### config.mk
export PLATFORM = sky130hd
export DESIGN_NAME = segment_table_translator_core
export DESIGN_NICKNAME = d
export VERILOG_FILES = /design/src/rtl/core/stt_pkg.sv /design/src/rtl/core/segment_table_translator_core.sv /design/src/rtl/core/stt_cfg_regs.sv /design/src/rtl/core/stt_ctrl.sv /design/src/rtl/core/stt_datapath.sv
export SDC_FILE = /design/constraint.sdc
export NUM_CORES = 2
export LEC_CHECK = 0
export BUFFER_PORTS_ARGS = -buffer_cell sky130_fd_sc_hd__buf_4
export CAP_MARGIN = 20
export CORE_UTILIZATION = 53
export DETAILED_ROUTE_END_ITERATION = 10
export GPL_TIMING_DRIVEN = 0
export PLACE_DENSITY = 0.7
export REMOVE_ABC_BUFFERS = 1
export SLEW_MARGIN = 20
export SYNTH_ARGS = -nofsm -noshare
export SYNTH_HDL_FRONTEND = slang
export SYNTH_SLANG_ARGS = --single-unit
### constraint.sdc
create_clock -name clk -period 16.9 [get_ports clk]
set_input_delay 2.535 -clock clk [delete_from_list [all_inputs] [get_ports clk]]
set_output_delay 2.535 -clock clk [all_outputs]
set_load 0.05 [all_outputs]
### src/rtl/core/stt_pkg.sv
// stt_pkg: shared types, codes and helper functions of the segment table translator
// no dependencies; imported by every module of the block
`default_nettype none

package stt_pkg;

	localparam int VALUE_W      = 32;
	localparam int SEG_W        = 6;
	localparam int SPAN_W       = 7;
	localparam int MAX_SEG_BITS = 6;
	localparam int CFG_IDX_W    = 3;
	localparam int CFG_DATA_W   = 32;

	typedef enum logic [2:0] {
		REQ_CLEAR      = 3'd0,
		REQ_INS_PREFIX = 3'd1,
		REQ_INS_RANGE  = 3'd2,
		REQ_TRANSLATE  = 3'd3,
		REQ_LOCATE     = 3'd4
	} req_t;

	typedef enum logic [2:0] {
		ST_OK         = 3'd0,
		ST_OVERLAP    = 3'd1,
		ST_BAD_PREFIX = 3'd2,
		ST_REVERSED   = 3'd3,
		ST_BAD_INDEX  = 3'd4
	} status_t;

	typedef enum logic [CFG_IDX_W-1:0] {
		CFG_SPACE_WIDTH   = 3'd0,
		CFG_SPACE_BASE    = 3'd1,
		CFG_SEGMENT_BITS  = 3'd2,
		CFG_SELECTOR_BITS = 3'd3,
		CFG_INTERP_BITS   = 3'd4
	} cfg_reg_t;

	typedef struct packed {
		logic [5:0]         space_width;
		logic [VALUE_W-1:0] space_base;
		logic [2:0]         segment_bits;
		logic [5:0]         selector_bits;
		logic [5:0]         interp_bits;
	} cfg_t;

	typedef struct packed {
		logic [SEG_W-1:0]  start;
		logic [SPAN_W-1:0] span;
	} entry_t;

	typedef struct packed {
		logic [SEG_W-1:0]   seg;
		logic [VALUE_W-1:0] off;
	} loc_t;

	typedef enum logic [2:0] {
		RD_ZERO,
		RD_IDX,
		RD_SCAN_NEXT,
		RD_SHIFT_PRIME,
		RD_SHIFT_NEXT
	} rd_sel_t;

	typedef enum logic [3:0] {
		S_IDLE,
		S_PREP,
		S_CHECK,
		S_SCAN,
		S_SHIFT_PRIME,
		S_SHIFT,
		S_WRITE_NEW,
		S_TR_CLAMP,
		S_TR_SUM,
		S_DONE
	} state_t;

	typedef struct packed {
		logic    load;
		logic    prep;
		rd_sel_t rd_sel;
		logic    scan_clr;
		logic    scan_inc;
		logic    wp_init;
		logic    shift_wr;
		logic    new_wr;
		logic    fill_clr;
		logic    set_overlap;
		logic    tr_clamp;
		logic    tr_sum;
	} cmd_t;

	typedef struct packed {
		logic [2:0] req;
		logic       pre_err;
		logic       scan_stop;
		logic       scan_overlap;
		logic       table_full;
		logic       pos_at_end;
		logic       shift_last;
	} sts_t;

	function automatic logic [5:0] eff_space(input logic [5:0] sw);
		return (sw > 6'(VALUE_W)) ? 6'(VALUE_W) : sw;
	endfunction

	function automatic logic [2:0] eff_segbits(input logic [2:0] sb);
		return (sb > 3'(MAX_SEG_BITS)) ? 3'(MAX_SEG_BITS) : sb;
	endfunction

	function automatic logic [5:0] seg_shift(input logic [5:0] sw, input logic [2:0] sb);
		return (sw > {3'b000, sb}) ? (sw - {3'b000, sb}) : 6'd0;
	endfunction

	// principal segment and raw offset of a value inside the space
	function automatic loc_t locate(input logic [VALUE_W-1:0] x, input logic [VALUE_W-1:0] base,
			input logic [5:0] sw, input logic [5:0] d);
		logic [VALUE_W-1:0] diff;
		logic [VALUE_W-1:0] q;
		loc_t               r;
		diff  = (x - base) & ~({VALUE_W{1'b1}} << sw);
		q     = diff >> d;
		r.seg = q[SEG_W-1:0];
		r.off = diff & ~({VALUE_W{1'b1}} << d);
		return r;
	endfunction

endpackage

`default_nettype wire

### src/rtl/core/segment_table_translator_core.sv
// segment_table_translator_core: top level of the segment table translator
// depends on stt_pkg, stt_cfg_regs, stt_ctrl, stt_datapath
//
// A request is taken at a clock edge with start high and busy low; its one result appears
// with done high for exactly one cycle and must be captured then, as the receiver has no
// way to stall it. After the accepting edge the block passes through prep and check, then
// goes to done for clear, locate and unknown requests, for a translate with a bad index and
// for an insert rejected by its precheck; a valid translate passes through clamp and sum. A
// checked insert walks the table through the single read port, one entry a cycle, up to its
// insert point or a clash, then moves every later entry up one place, one a cycle, and then
// writes the new entry. Entries passed plus entries moved equal the fill; a clash, or a full
// table found when the walk stops, finishes the insert with no entry moved. A new
// request may be started in the cycle that done is high. Configuration writes take effect
// at once; the user must make them only while the block is idle, as nothing enforces it.
`default_nettype none

module segment_table_translator_core
	import stt_pkg::*;
#(
	parameter int TABLE_DEPTH = 64
) (
	input  wire logic                      clk,
	input  wire logic                      arst_n,
	input  wire logic                      start,
	output logic                           busy,
	input  wire logic [2:0]                req_type,
	input  wire logic [6:0]                prefix,
	input  wire logic [6:0]                seg_count,
	input  wire logic signed [VALUE_W-1:0] input_value,
	input  wire logic signed [VALUE_W-1:0] range_end,
	input  wire logic [6:0]                table_index,
	input  wire logic [VALUE_W-1:0]        offset,
	output logic                           done,
	output logic [2:0]                     status,
	output logic signed [VALUE_W-1:0]      value,
	output logic [SEG_W-1:0]               segment_index,
	output logic [VALUE_W-1:0]             seg_offset,
	output logic [6:0]                     entry_count,
	input  wire logic                      cfg_write,
	input  wire logic [CFG_IDX_W-1:0]      cfg_index,
	input  wire logic [CFG_DATA_W-1:0]     cfg_data
);

	cfg_t cfg;
	cmd_t cmd;
	sts_t sts;

	stt_cfg_regs u_cfg (
		.clk       (clk),
		.arst_n    (arst_n),
		.cfg_write (cfg_write),
		.cfg_index (cfg_index),
		.cfg_data  (cfg_data),
		.cfg       (cfg)
	);

	stt_ctrl u_ctrl (
		.clk    (clk),
		.arst_n (arst_n),
		.start  (start),
		.sts    (sts),
		.busy   (busy),
		.done   (done),
		.cmd    (cmd)
	);

	stt_datapath #(
		.TABLE_DEPTH (TABLE_DEPTH)
	) u_dp (
		.clk           (clk),
		.arst_n        (arst_n),
		.cfg           (cfg),
		.cmd           (cmd),
		.sts           (sts),
		.req_type      (req_type),
		.prefix        (prefix),
		.seg_count     (seg_count),
		.input_value   (input_value),
		.range_end     (range_end),
		.table_index   (table_index),
		.offset        (offset),
		.status        (status),
		.value         (value),
		.segment_index (segment_index),
		.seg_offset    (seg_offset),
		.entry_count   (entry_count)
	);

endmodule

`default_nettype wire

### src/rtl/core/stt_cfg_regs.sv
// stt_cfg_regs: configuration registers of the segment table translator
// depends on stt_pkg
`default_nettype none

module stt_cfg_regs
	import stt_pkg::*;
(
	input  wire logic                  clk,
	input  wire logic                  arst_n,
	input  wire logic                  cfg_write,
	input  wire logic [CFG_IDX_W-1:0]  cfg_index,
	input  wire logic [CFG_DATA_W-1:0] cfg_data,
	output cfg_t                       cfg
);

	cfg_t cfg_q;

	always_ff @(posedge clk or negedge arst_n) begin
		if (!arst_n) begin
			cfg_q.space_width   <= 6'd8;
			cfg_q.space_base    <= '0;
			cfg_q.segment_bits  <= 3'd3;
			cfg_q.selector_bits <= 6'd4;
			cfg_q.interp_bits   <= 6'd8;
		end else if (cfg_write) begin
			case (cfg_index)
				CFG_SPACE_WIDTH:   cfg_q.space_width   <= cfg_data[5:0];
				CFG_SPACE_BASE:    cfg_q.space_base    <= cfg_data[VALUE_W-1:0];
				CFG_SEGMENT_BITS:  cfg_q.segment_bits  <= cfg_data[2:0];
				CFG_SELECTOR_BITS: cfg_q.selector_bits <= cfg_data[5:0];
				CFG_INTERP_BITS:   cfg_q.interp_bits   <= cfg_data[5:0];
				default: ;
			endcase
		end
	end

	assign cfg = cfg_q;

endmodule

`default_nettype wire

### src/rtl/core/stt_ctrl.sv
// stt_ctrl: sequencing state machine of the segment table translator
// depends on stt_pkg; drives stt_datapath through cmd_t, reads sts_t
`default_nettype none

module stt_ctrl
	import stt_pkg::*;
(
	input  wire logic clk,
	input  wire logic arst_n,
	input  wire logic start,
	input  sts_t      sts,
	output logic      busy,
	output logic      done,
	output cmd_t      cmd
);

	state_t state_q;
	state_t state_d;

	always_ff @(posedge clk or negedge arst_n) begin
		if (!arst_n) begin
			state_q <= S_IDLE;
		end else begin
			state_q <= state_d;
		end
	end

	always_comb begin
		state_d = state_q;
		case (state_q)
			S_IDLE, S_DONE: begin
				state_d = start ? S_PREP : S_IDLE;
			end
			S_PREP: begin
				state_d = S_CHECK;
			end
			S_CHECK: begin
				case (sts.req)
					REQ_INS_PREFIX, REQ_INS_RANGE: state_d = sts.pre_err ? S_DONE : S_SCAN;
					REQ_TRANSLATE:                 state_d = sts.pre_err ? S_DONE : S_TR_CLAMP;
					default:                       state_d = S_DONE;
				endcase
			end
			S_SCAN: begin
				if (sts.scan_overlap) begin
					state_d = S_DONE;
				end else if (sts.scan_stop) begin
					if (sts.table_full) begin
						state_d = S_DONE;
					end else if (sts.pos_at_end) begin
						state_d = S_WRITE_NEW;
					end else begin
						state_d = S_SHIFT_PRIME;
					end
				end
			end
			S_SHIFT_PRIME: begin
				state_d = S_SHIFT;
			end
			S_SHIFT: begin
				if (sts.shift_last) begin
					state_d = S_WRITE_NEW;
				end
			end
			S_WRITE_NEW: begin
				state_d = S_DONE;
			end
			S_TR_CLAMP: begin
				state_d = S_TR_SUM;
			end
			S_TR_SUM: begin
				state_d = S_DONE;
			end
			default: begin
				state_d = S_IDLE;
			end
		endcase
	end

	always_comb begin
		cmd        = '0;
		cmd.rd_sel = RD_ZERO;
		busy       = 1'b1;
		done       = 1'b0;
		case (state_q)
			S_IDLE: begin
				busy     = 1'b0;
				cmd.load = start;
			end
			S_DONE: begin
				busy     = 1'b0;
				done     = 1'b1;
				cmd.load = start;
			end
			S_PREP: begin
				cmd.prep = 1'b1;
			end
			S_CHECK: begin
				case (sts.req)
					REQ_CLEAR: cmd.fill_clr = 1'b1;
					REQ_INS_PREFIX, REQ_INS_RANGE: begin
						cmd.scan_clr = 1'b1;
						cmd.rd_sel   = RD_ZERO;
					end
					REQ_TRANSLATE: cmd.rd_sel = RD_IDX;
					default: ;
				endcase
			end
			S_SCAN: begin
				cmd.rd_sel = RD_SCAN_NEXT;
				if (sts.scan_overlap) begin
					cmd.set_overlap = 1'b1;
				end else if (sts.scan_stop) begin
					if (sts.table_full) begin
						cmd.set_overlap = 1'b1;
					end else begin
						cmd.wp_init = 1'b1;
					end
				end else begin
					cmd.scan_inc = 1'b1;
				end
			end
			S_SHIFT_PRIME: begin
				cmd.rd_sel = RD_SHIFT_PRIME;
			end
			S_SHIFT: begin
				cmd.rd_sel   = RD_SHIFT_NEXT;
				cmd.shift_wr = 1'b1;
			end
			S_WRITE_NEW: begin
				cmd.new_wr = 1'b1;
			end
			S_TR_CLAMP: begin
				cmd.tr_clamp = 1'b1;
			end
			S_TR_SUM: begin
				cmd.tr_sum = 1'b1;
			end
			default: ;
		endcase
	end

endmodule

`default_nettype wire

### src/rtl/core/stt_datapath.sv
// stt_datapath: segment table memory, scan and shift counters, locate and translate arithmetic
// depends on stt_pkg; controlled by stt_ctrl
`default_nettype none

module stt_datapath
	import stt_pkg::*;
#(
	parameter int TABLE_DEPTH = 64
) (
	input  wire logic                       clk,
	input  wire logic                       arst_n,
	input  cfg_t                            cfg,
	input  cmd_t                            cmd,
	output sts_t                            sts,
	input  wire logic [2:0]                 req_type,
	input  wire logic [6:0]                 prefix,
	input  wire logic [6:0]                 seg_count,
	input  wire logic signed [VALUE_W-1:0]  input_value,
	input  wire logic signed [VALUE_W-1:0]  range_end,
	input  wire logic [6:0]                 table_index,
	input  wire logic [VALUE_W-1:0]         offset,
	output logic [2:0]                      status,
	output logic signed [VALUE_W-1:0]       value,
	output logic [SEG_W-1:0]                segment_index,
	output logic [VALUE_W-1:0]              seg_offset,
	output logic [6:0]                      entry_count
);

	localparam int AW = (TABLE_DEPTH > 1) ? $clog2(TABLE_DEPTH) : 1;
	localparam int IW = $clog2(TABLE_DEPTH + 1);
	localparam int CW = (IW > 7) ? IW : 7;

	// latched request
	logic [2:0]         req_q;
	logic [6:0]         prefix_q;
	logic [6:0]         count_q;
	logic [VALUE_W-1:0] x0_q;
	logic [VALUE_W-1:0] x1_q;
	logic [6:0]         idx_q;
	logic [VALUE_W-1:0] off_q;

	// insert candidate and results
	logic [SEG_W-1:0]   ins_start_q;
	logic [SPAN_W-1:0]  ins_span_q;
	status_t            status_q;
	logic [VALUE_W-1:0] value_q;
	logic [SEG_W-1:0]   seg_idx_q;
	logic [VALUE_W-1:0] seg_off_q;

	// table control
	logic [IW-1:0]      fill_q;
	logic [IW-1:0]      scan_q;
	logic [IW-1:0]      wp_q;

	entry_t             mem [TABLE_DEPTH];
	entry_t             rd_q;
	logic [AW-1:0]      rd_addr;
	logic [AW-1:0]      wr_addr;
	entry_t             wr_data;
	logic               we;

	// translate intermediates
	logic [VALUE_W-1:0] tr_off_q;
	logic [5:0]         tr_sh_q;
	logic [VALUE_W-1:0] tr_start_q;

	logic [5:0]         sw_eff;
	logic [2:0]         sb_eff;
	logic [5:0]         seg_d;
	loc_t               loc0;
	loc_t               loc1;
	logic [6:0]         nps;
	logic [7:0]         pfx_sum;
	logic [6:0]         pfx_cnt;
	status_t            pre_code;
	logic [SEG_W-1:0]   cand_start;
	logic [SPAN_W-1:0]  cand_span;

	logic [7:0]         ins_end;
	logic [7:0]         ent_end;
	logic               at_end;
	logic               before_new;
	logic               below_new;

	logic [5:0]         place;
	logic [5:0]         tsh;
	logic [5:0]         tib;
	logic [39:0]        limit;
	logic [VALUE_W-1:0] clamped;
	logic [VALUE_W-1:0] start_sh;

	// request decode and prechecks
	always_comb begin
		sw_eff  = eff_space(cfg.space_width);
		sb_eff  = eff_segbits(cfg.segment_bits);
		seg_d   = seg_shift(sw_eff, sb_eff);
		loc0    = locate(x0_q, cfg.space_base, sw_eff, seg_d);
		loc1    = locate(x1_q, cfg.space_base, sw_eff, seg_d);
		nps     = 7'd1 << sb_eff;
		pfx_sum = {1'b0, prefix_q} + {1'b0, count_q};
		pfx_cnt = (pfx_sum > {1'b0, nps}) ? (nps - prefix_q) : count_q;

		pre_code   = ST_OK;
		cand_start = prefix_q[SEG_W-1:0];
		cand_span  = pfx_cnt;
		case (req_q)
			REQ_INS_PREFIX: begin
				if (prefix_q >= nps || pfx_cnt == 7'd0) begin
					pre_code = ST_BAD_PREFIX;
				end
			end
			REQ_INS_RANGE: begin
				cand_start = loc0.seg;
				cand_span  = {1'b0, loc1.seg} - {1'b0, loc0.seg} + 7'd1;
				if (loc0.seg > loc1.seg) begin
					pre_code = ST_REVERSED;
				end
			end
			REQ_TRANSLATE: begin
				if (CW'(idx_q) >= CW'(fill_q)) begin
					pre_code = ST_BAD_INDEX;
				end
			end
			default: ;
		endcase
	end

	// overlap scan against the entry in rd_q
	always_comb begin
		ins_end    = {2'b00, ins_start_q} + {1'b0, ins_span_q};
		ent_end    = {2'b00, rd_q.start} + {1'b0, rd_q.span};
		at_end     = (scan_q == fill_q);
		before_new = ({2'b00, rd_q.start} >= ins_end);
		below_new  = (ent_end <= {2'b00, ins_start_q});

		sts.req          = req_q;
		sts.pre_err      = (status_q != ST_OK);
		sts.scan_stop    = at_end || before_new;
		sts.scan_overlap = !at_end && !before_new && !below_new;
		sts.table_full   = (fill_q == IW'(TABLE_DEPTH));
		sts.pos_at_end   = at_end;
		sts.shift_last   = (wp_q == scan_q + IW'(1));
	end

	// translate: clamp the offset, then place the entry start
	always_comb begin
		place = (sw_eff > cfg.selector_bits) ? (sw_eff - cfg.selector_bits) : 6'd0;
		if (place > cfg.interp_bits) begin
			tsh = place - cfg.interp_bits;
			tib = cfg.interp_bits;
		end else begin
			tsh = 6'd0;
			tib = place;
		end
		limit    = 40'(rd_q.span) << tib;
		clamped  = ({8'd0, off_q} >= limit) ? VALUE_W'(limit - 40'd1) : off_q;
		start_sh = VALUE_W'(rd_q.start) << place;
	end

	always_comb begin
		case (cmd.rd_sel)
			RD_ZERO:        rd_addr = '0;
			RD_IDX:         rd_addr = AW'(idx_q);
			RD_SCAN_NEXT:   rd_addr = AW'(scan_q + IW'(1));
			RD_SHIFT_PRIME: rd_addr = AW'(wp_q - IW'(1));
			RD_SHIFT_NEXT:  rd_addr = AW'(wp_q - IW'(2));
			default:        rd_addr = '0;
		endcase
		we      = cmd.shift_wr || cmd.new_wr;
		wr_addr = cmd.new_wr ? AW'(scan_q) : AW'(wp_q);
		wr_data = cmd.new_wr ? {ins_start_q, ins_span_q} : rd_q;
	end

	always_ff @(posedge clk) begin
		if (we) begin
			mem[wr_addr] <= wr_data;
		end
		rd_q <= mem[rd_addr];
	end

	always_ff @(posedge clk) begin
		if (cmd.load) begin
			req_q    <= req_type;
			prefix_q <= prefix;
			count_q  <= seg_count;
			x0_q     <= input_value;
			x1_q     <= range_end;
			idx_q    <= table_index;
			off_q    <= offset;
		end
		if (cmd.prep) begin
			ins_start_q <= cand_start;
			ins_span_q  <= cand_span;
			status_q    <= pre_code;
			value_q     <= '0;
			seg_idx_q   <= (req_q == REQ_LOCATE) ? loc0.seg : '0;
			seg_off_q   <= (req_q == REQ_LOCATE) ? loc0.off : '0;
		end
		if (cmd.set_overlap) begin
			status_q <= ST_OVERLAP;
		end
		if (cmd.tr_clamp) begin
			tr_off_q   <= clamped;
			tr_sh_q    <= tsh;
			tr_start_q <= start_sh;
		end
		if (cmd.tr_sum) begin
			value_q <= cfg.space_base + (tr_off_q << tr_sh_q) + tr_start_q;
		end
	end

	always_ff @(posedge clk or negedge arst_n) begin
		if (!arst_n) begin
			fill_q <= '0;
			scan_q <= '0;
			wp_q   <= '0;
		end else begin
			if (cmd.fill_clr) begin
				fill_q <= '0;
			end else if (cmd.new_wr) begin
				fill_q <= fill_q + IW'(1);
			end
			if (cmd.scan_clr) begin
				scan_q <= '0;
			end else if (cmd.scan_inc) begin
				scan_q <= scan_q + IW'(1);
			end
			if (cmd.wp_init) begin
				wp_q <= fill_q;
			end else if (cmd.shift_wr) begin
				wp_q <= wp_q - IW'(1);
			end
		end
	end

	assign status        = status_q;
	assign value         = value_q;
	assign segment_index = seg_idx_q;
	assign seg_offset    = seg_off_q;
	assign entry_count   = 7'(fill_q);

endmodule

`default_nettype wire

# Word-level counts from Yosys, hierarchy flattened
# Memory sizes are Yosys's and may differ from the RTL's. A register that Yosys moved wholly into a read port is not among the register bits.
# Cells that the tools add are included.
[classes]
bitwise = 5
shift = 8
n_addsub = 18
mux = 59
order_cmp = 12
n_reduce_logical = 26
n_eq_ne = 26
[op_table]
columns = ["op", "count"]
rows = [
  ["bitwise AND 32 bit", 3],
  ["two-way mux 32 bit", 3],
  ["adder 32 bit", 2],
  ["NOT 32 bit", 2],
  ["left shift 32 x 6 -> 32 bit, first input constant", 2],
  ["right shift 32 x 6 -> 6 bit", 2],
  ["subtractor 32 bit", 2],
  ["two-way mux 7 bit", 8],
  ["greater-or-equal comparator 32 x 40 -> 1 bit", 1],
  ["left shift 7 x 6 -> 40 bit", 1],
  ["two-way mux 6 bit", 6],
  ["one-hot mux 4 bit (8 select lines)", 1],
  ["left shift 32 x 6 -> 32 bit", 1],
  ["left shift 6 x 6 -> 32 bit", 1],
  ["subtractor 32 x 1 -> 32 bit, second input constant", 1],
  ["two-way mux 4 bit", 6],
  ["one-hot mux 6 bit (4 select lines)", 1],
  ["two-way mux 1 bit", 23],
  ["adder 7 x 1 -> 7 bit, second input constant", 3],
  ["equality test 3 x 2 -> 1 bit, second input constant", 6],
  ["greater-than comparator 6 bit", 3],
  ["adder 6 x 7 -> 8 bit", 2],
  ["equality test 4 x 3 -> 1 bit, second input constant", 4],
  ["equality test 7 bit", 2],
  ["39 further kinds", 68],
]
[word_totals]
n_memories = 1
wordCells = 180
regBits = 354
in_bits = 159
ramBits = 832
output_inout_bits = 82
[mem_list]
columns = ["memory", "depth", "width", "rd", "rd_clocked_by_memory_dff", "write_ports", "line_no", "source"]
rows = [
  ["u_dp.mem", 64, 13, 1, 1, 1, "stt_datapath.sv:55", "entry_t mem [TABLE_DEPTH];"],
]

# Logic depth before layout (Yosys ltp)
[depth]
ltp_word = 9
ltp_mapped = 36

# Hierarchy
# A second synthesis with hierarchy kept.
[hier_totals]
hier_cells = 5719
hier_area_um2 = 63109.3
[by_module_without_submodules]
columns = ["mod", "area_per_inst_um2", "cells_per_inst", "instances"]
rows = [
  ["stt_datapath", 60461.7, 5533, 1],
  ["stt_cfg_regs", 2179.6, 116, 1],
  ["stt_ctrl", 467.9, 70, 1],
]

# Least setup slack after synthesis
# OpenSTA, ideal clock, no wires.
[synth_timing]
path_kind = "reg2reg"
startpoint = "reg u_cfg.cfg_q, in the netlist u_cfg.cfg[52]"
endpoint = "reg u_dp.tr_off_q[24] (data pin)"
synth_period_minus_slack_ns = 7.271
required_ns = 16.640
path_slack_ns = 9.629
path_buffers = 7
stages_incl_launch_ff = 35
arrival_time_ns = 7.011
setup_ns = 0.260
path_cell_list = "dfrtp_1 -> clkbuf_1 -> clkbuf_1 -> clkbuf_1 -> nor2b_1 -> ha_1 -> nand2_1 -> o21a_1 -> nor3_2 -> buf_4 -> inv_1 -> ha_1 -> fa_1 -> and2b_1 -> o31ai_4 -> a21o_4 -> buf_4 -> mux2i_1 -> buf_2 -> nand2_2 -> o221ai_1 -> o21ai_1 -> nand2b_1 -> ha_1 -> and4_1 -> a21oi_1 -> a21boi_0 -> o21ai_0 -> nand2b_1 -> a21oi_1 -> a211oi_1 -> o22ai_1 -> a21oi_1 -> buf_2 -> mux2_2"
[synth_between]
elab_chain_cells = 9
[synth_rtl]
columns = ["element", "line_no", "source"]
rows = [
  ["start: declaration", "stt_cfg_regs.sv:16", "cfg_t cfg_q;"],
  ["greater-than comparator 6 bit", "stt_pkg.sv:103", "return (sw > 6'(VALUE_W)) ? 6'(VALUE_W) : sw;"],
  ["two-way mux 6 bit *", "stt_pkg.sv:103", ""],
  ["subtractor 6 bit or greater-than comparator 6 bit (tied branches)", "stt_datapath.sv:147", "place = (sw_eff > cfg.selector_bits) ? (sw_eff - cfg.selector_bits) : 6'd0;"],
  ["two-way mux 6 bit *", "stt_datapath.sv:147", ""],
  ["greater-than comparator 6 bit", "stt_datapath.sv:148", "if (place > cfg.interp_bits) begin"],
  ["two-way mux 6 bit *", "stt_datapath.sv:148", ""],
  ["left shift 7 x 6 -> 40 bit *", "stt_datapath.sv:155", "limit = 40'(rd_q.span) << tib;"],
  ["subtractor 32 x 1 -> 32 bit or greater-or-equal comparator 32 x 40 -> 1 bit (tied branches)", "stt_datapath.sv:156", "clamped = ({8'd0, off_q} >= limit) ? VALUE_W'(limit - 40'd1) : off_q;"],
  ["two-way mux 32 bit *", "stt_datapath.sv:156", ""],
  ["net u_dp.clamped[24]", "stt_datapath.sv:89", "logic [VALUE_W-1:0] clamped;"],
  ["end signal: assignment", "stt_datapath.sv:203", "tr_off_q <= clamped;"],
  ["end: declaration", "stt_datapath.sv:63", "logic [VALUE_W-1:0] tr_off_q;"],
]
# Mark *: on every way through the listed nets, which the timed path passes. The rest lies on a longest branch.
# A chain may end at the register's enable or synchronous reset.

# Worst setup path after layout
[layout_timing]
startpoint = "reg u_cfg.cfg_q, in the netlist u_cfg.cfg[52]"
endpoint = "reg u_dp.tr_off_q[10] (data pin)"
# Same word-level chain as after synthesis.

==> summary.txt <==
Worst hold path
  – Tightest Hold Check Type: reg -> reg
  – Hold Path Cell Cnt: 1
  – Hold Startpoint: u_cfg.cfg[7]
  – Hold EP: u_cfg.cfg[7]

Route
  – Met2 WL: 90600 microns
  – Metal3 WL: 14900 microns
  – Post-Route M1 WL: 76600 microns
  – Top routing layer in use: met5
  – First drt pass iteration count: 6
  – Vias per cell: 6.31
  – Via Count: 47.9k
  – Routed len/inst: 25.1 microns
  – DRT iter0 DRCs: 5475
  – WL final: 191000 microns
  – ANT nets after route: 0
  – Remaining DRCs: 0

Synth
  – Synth top cells by count: nand2_1 (1136), edfxtp_1 (1105), nor2_1 (380)
  – Mux cell area share after synthesis: 3.33%
  – EDFF count, synth: 1105
  – Complex-gate fraction of the synthesized area: 13.2%
  – Post-synthesis xor/xnor area fraction: 2.10%
  – Most frequent cell after synthesis: nand2_1
  – Ranking of synthesized cells by area: edfxtp_1 (53%), nand2_1 (6.8%), ha_1 (4.3%)
  – Avg Synthesized Cell Area: 10.9 sq um
  – Post-synth top area cell: edfxtp_1
  – Ys async rst share: 6.51%
  – Synthesized flop and latch total: 1199
  – Main flop type after synthesis: edfxtp_1
  – Yosys top cell area share: 52.8%
  – Synth cell types: 99
  – Synth warn: 0
  – Syn Std Cell Area: 62900 sq um
  – Post-synthesis simple-gate area fraction: 16.3%
  – Post-synthesis sequential area ratio: 56.4%
  – Main combinational cell family by area after synthesis: simple AND/OR/NAND/NOR gates
  – Post-synthesis adder-cell area fraction: 5.63%
  – Cell count after synthesis: 5791

Power
  – Internal power: 8400 uW
  – NetSw: 6930 uW
  – Pleak: 0.0268 uW
  – Combinational Power Share: 54.7%
  – Clock share of power: 17.6%
  – Sw Share: 45.2%
  – Maximum VDD drop: 0.174 mV
  – Cell Pwr Density: 213 nW/um^2
  – Sequential Power Share: 27.8%

STA
  – Fmax: 105 MHz
  – Post-route setup TNS: 0 ns
  – Worst hold margin: 0.508 ns
  – Setup WS post-layout: 7.35 ns
  – Unrepaired setup endpoints after global routing: false
  – Crit path time final: 9.55 ns
  – Setup violations, final: 0
  – Fin. Hold Viols: 0
  – Clk_skew: 0.0808 ns
  – Final max-slew violation count: 0
  – Relative slew slack: 20.9%
  – Least-Margin Pin Slew: 1.16 ns
  – Tcrit/Tclk final: 56.5%

Setup path
  – R2R cell count: 28
  – Required time of the critical path: 17.39 ns
  – Max Fanout on Critical Path: 29
  – Critical path class: reg -> reg
  – RR Endpoint: u_dp.tr_off_q[10]
  – Worst path bufs/invs: 2
  – Stages on the worst setup path: 28
  – Most common cell on crit path: a21oi_1
  – CP max stage cell: nor2b_1
  – Crit start category: flop
  – R2r setup slk: 7.35 ns
  – Worst setup EP type: flop
  – Crit-path max cell delay: 0.84 ns
  – WP data arrival: 10.05 ns
  – Crit-path leading delay family: compound AO/OA/AOI/OAI gates
  – Worst r2r src: u_cfg.cfg[52]

Place
  – Post-DP HPWL: 137000 microns
  – Port bufs: 240
  – Routability cong.: 0.982
  – Setup WS pre-CTS: 7.45 ns

Cells and area
  – Area growth, synth to finish: 14.2%
  – Share of layout cells above drive strength 1: 13.7%
  – Number of fill cells in the layout: 9113
  – Fin nets: 6374

Global route
  – Initial antenna violation count: 4
  – First-pass GRT wire length: 282000 microns
  – Vias in the first global route: 45.5k
  – GRT Total Usage: 31.0%
  – Gr ovfl total: 0
  – Largest net degree at the start of global routing: 79

Clocking
  – # clock sinks: 1199
  – CTS Buf Count: 119
  – Worst skew pair latency: 0.78 ns
  – H-tree depth: 3
  – Root Buffer: clkbuf_16
  – Post-CTS sizing: 0
  – Hold buffer count at cts: 0
  – CTS tree: built
  – Longest Clk Path Bufs: 3
  – CTS clk-pin slew, worst paths: 0.06 ns
  – Setup Fix Bufs, Post-CTS: 0

Status
  – Status: finished, final reports clean

Run
  – Max-cap viol count: 0

Floorplanning
  – Die width: 346 microns
  – Height of the die: 346 microns
  – Die area: 120000 sq um
  – Core box area: 117000 sq um
  – Num ports: 241
  – Site Rows: 125
  – Initial Util: 53.8%
[cell usage in the layout, fill, tap and decap left out, types with 35 or more instances in the layout]
master and count:
nand2_1 1127, edfxtp_1 1105, nor2_1 316, nand3_1 288, buf_4 286, a21oi_1 260
ha_1 214, o21ai_0 203, a311oi_1 164, inv_1 163, and3_1 133, clkbuf_16 119
nor3_1 102, a211oi_1 96, xnor2_1 86, a31oi_1 80, mux2i_1 74, dfrtp_1 73
a21o_1 69, xor2_1 65, nor2_2 63, mux2_2 62, nor2b_1 53, nand2b_1 48
fa_1 43, o21a_1 35
[worst max-delay path by stage]
stage,startpoint,endpoint,slack [ns]
2_1_floorplan,u_ctrl.state_q[1],u_dp.rd_q[0],0.01
3_3_place_gp,u_ctrl.state_q[1],u_dp.rd_q[11],-16.65
3_5_place_dp,u_cfg.cfg[52],u_dp.tr_off_q[10],7.45
4_1_cts,u_cfg.cfg[52],u_dp.tr_off_q[10],7.47
5_1_grt,u_cfg.cfg[52],u_dp.tr_off_q[10],6.83
6_report,u_cfg.cfg[52],u_dp.tr_off_q[10],7.35
[registers in the layout, summed over array words and instances, names as in the netlist, 13 cells and up]
signal / count
u_cfg.cfg: 53
u_dp.mem: 832
u_dp.off_q: 32
u_dp.rd_q: 13
u_dp.seg_offset: 32
u_dp.tr_off_q: 32
u_dp.tr_start_q: 32
u_dp.value: 32
u_dp.x0_q: 32
u_dp.x1_q: 32
[metrics by stage]
step	util [%]	power [uW]	instance area (sq um)	instances
floorplan	-	10200	61600	5460
global placement	55.9	13000	65300	7224
detailed placement	58.0	12500	67800	7361
CTS	61.4	15200	71800	7587
global route	61.5	16100	71800	7588
finish	61.5	15300	71800	7590
[logic make-up (layout without fill, tap and decap cells)]
group	Yosys count	in the layout
multiplexers	167	167
other	0	3
AO/OA/AOI/OAI	1214	1214
flip-flops	1199	1199
adder cells (fa/ha/maj)	257	257
XOR/XNOR	151	151
AND/OR/NAND/NOR	2305	2305
buffers and inverters	498	770
[power by group through the flow]
| stage | combinational, uW | sequential [uW] | clock (uW) |
|---|---|---|---|
| after floorplan | 5750 | 4470 | 0 |
| after global placement | 8560 | 4440 | 0 |
| after detailed placement | 8170 | 4310 | 0 |
| after CTS | 8230 | 4250 | 2720 |
| after global routing | 8990 | 4270 | 2820 |
| final | 8380 | 4250 | 2690 |
[layer usage]
metal | global-route usage, % | up-vias
li1 | - | 21800
met1 | 41.6 | 23600
met2 | 50.6 | 2172
met3 | 4.48 | 386
met4 | 13.0 | 2
met5 | 0 | -
[final cells by class]
| cell class | count | area [sq um] | area share (%) |
|---|---|---|---|
| diodes | 3 | 7.51 | 0.0105 |
| clock buffers | 145 | 3150 | 4.38 |
| clock inverters | 81 | 832 | 1.16 |
| inverters | 167 | 627 | 0.873 |
| multi-input cells | 4094 | 26000 | 36.2 |
| flip-flops and latches | 1199 | 35500 | 49.4 |
| well taps | 1524 | 1910 | 2.66 |
| repair buffers | 377 | 3830 | 5.33 |
Note: power is estimated with default switching activity, not from simulation.
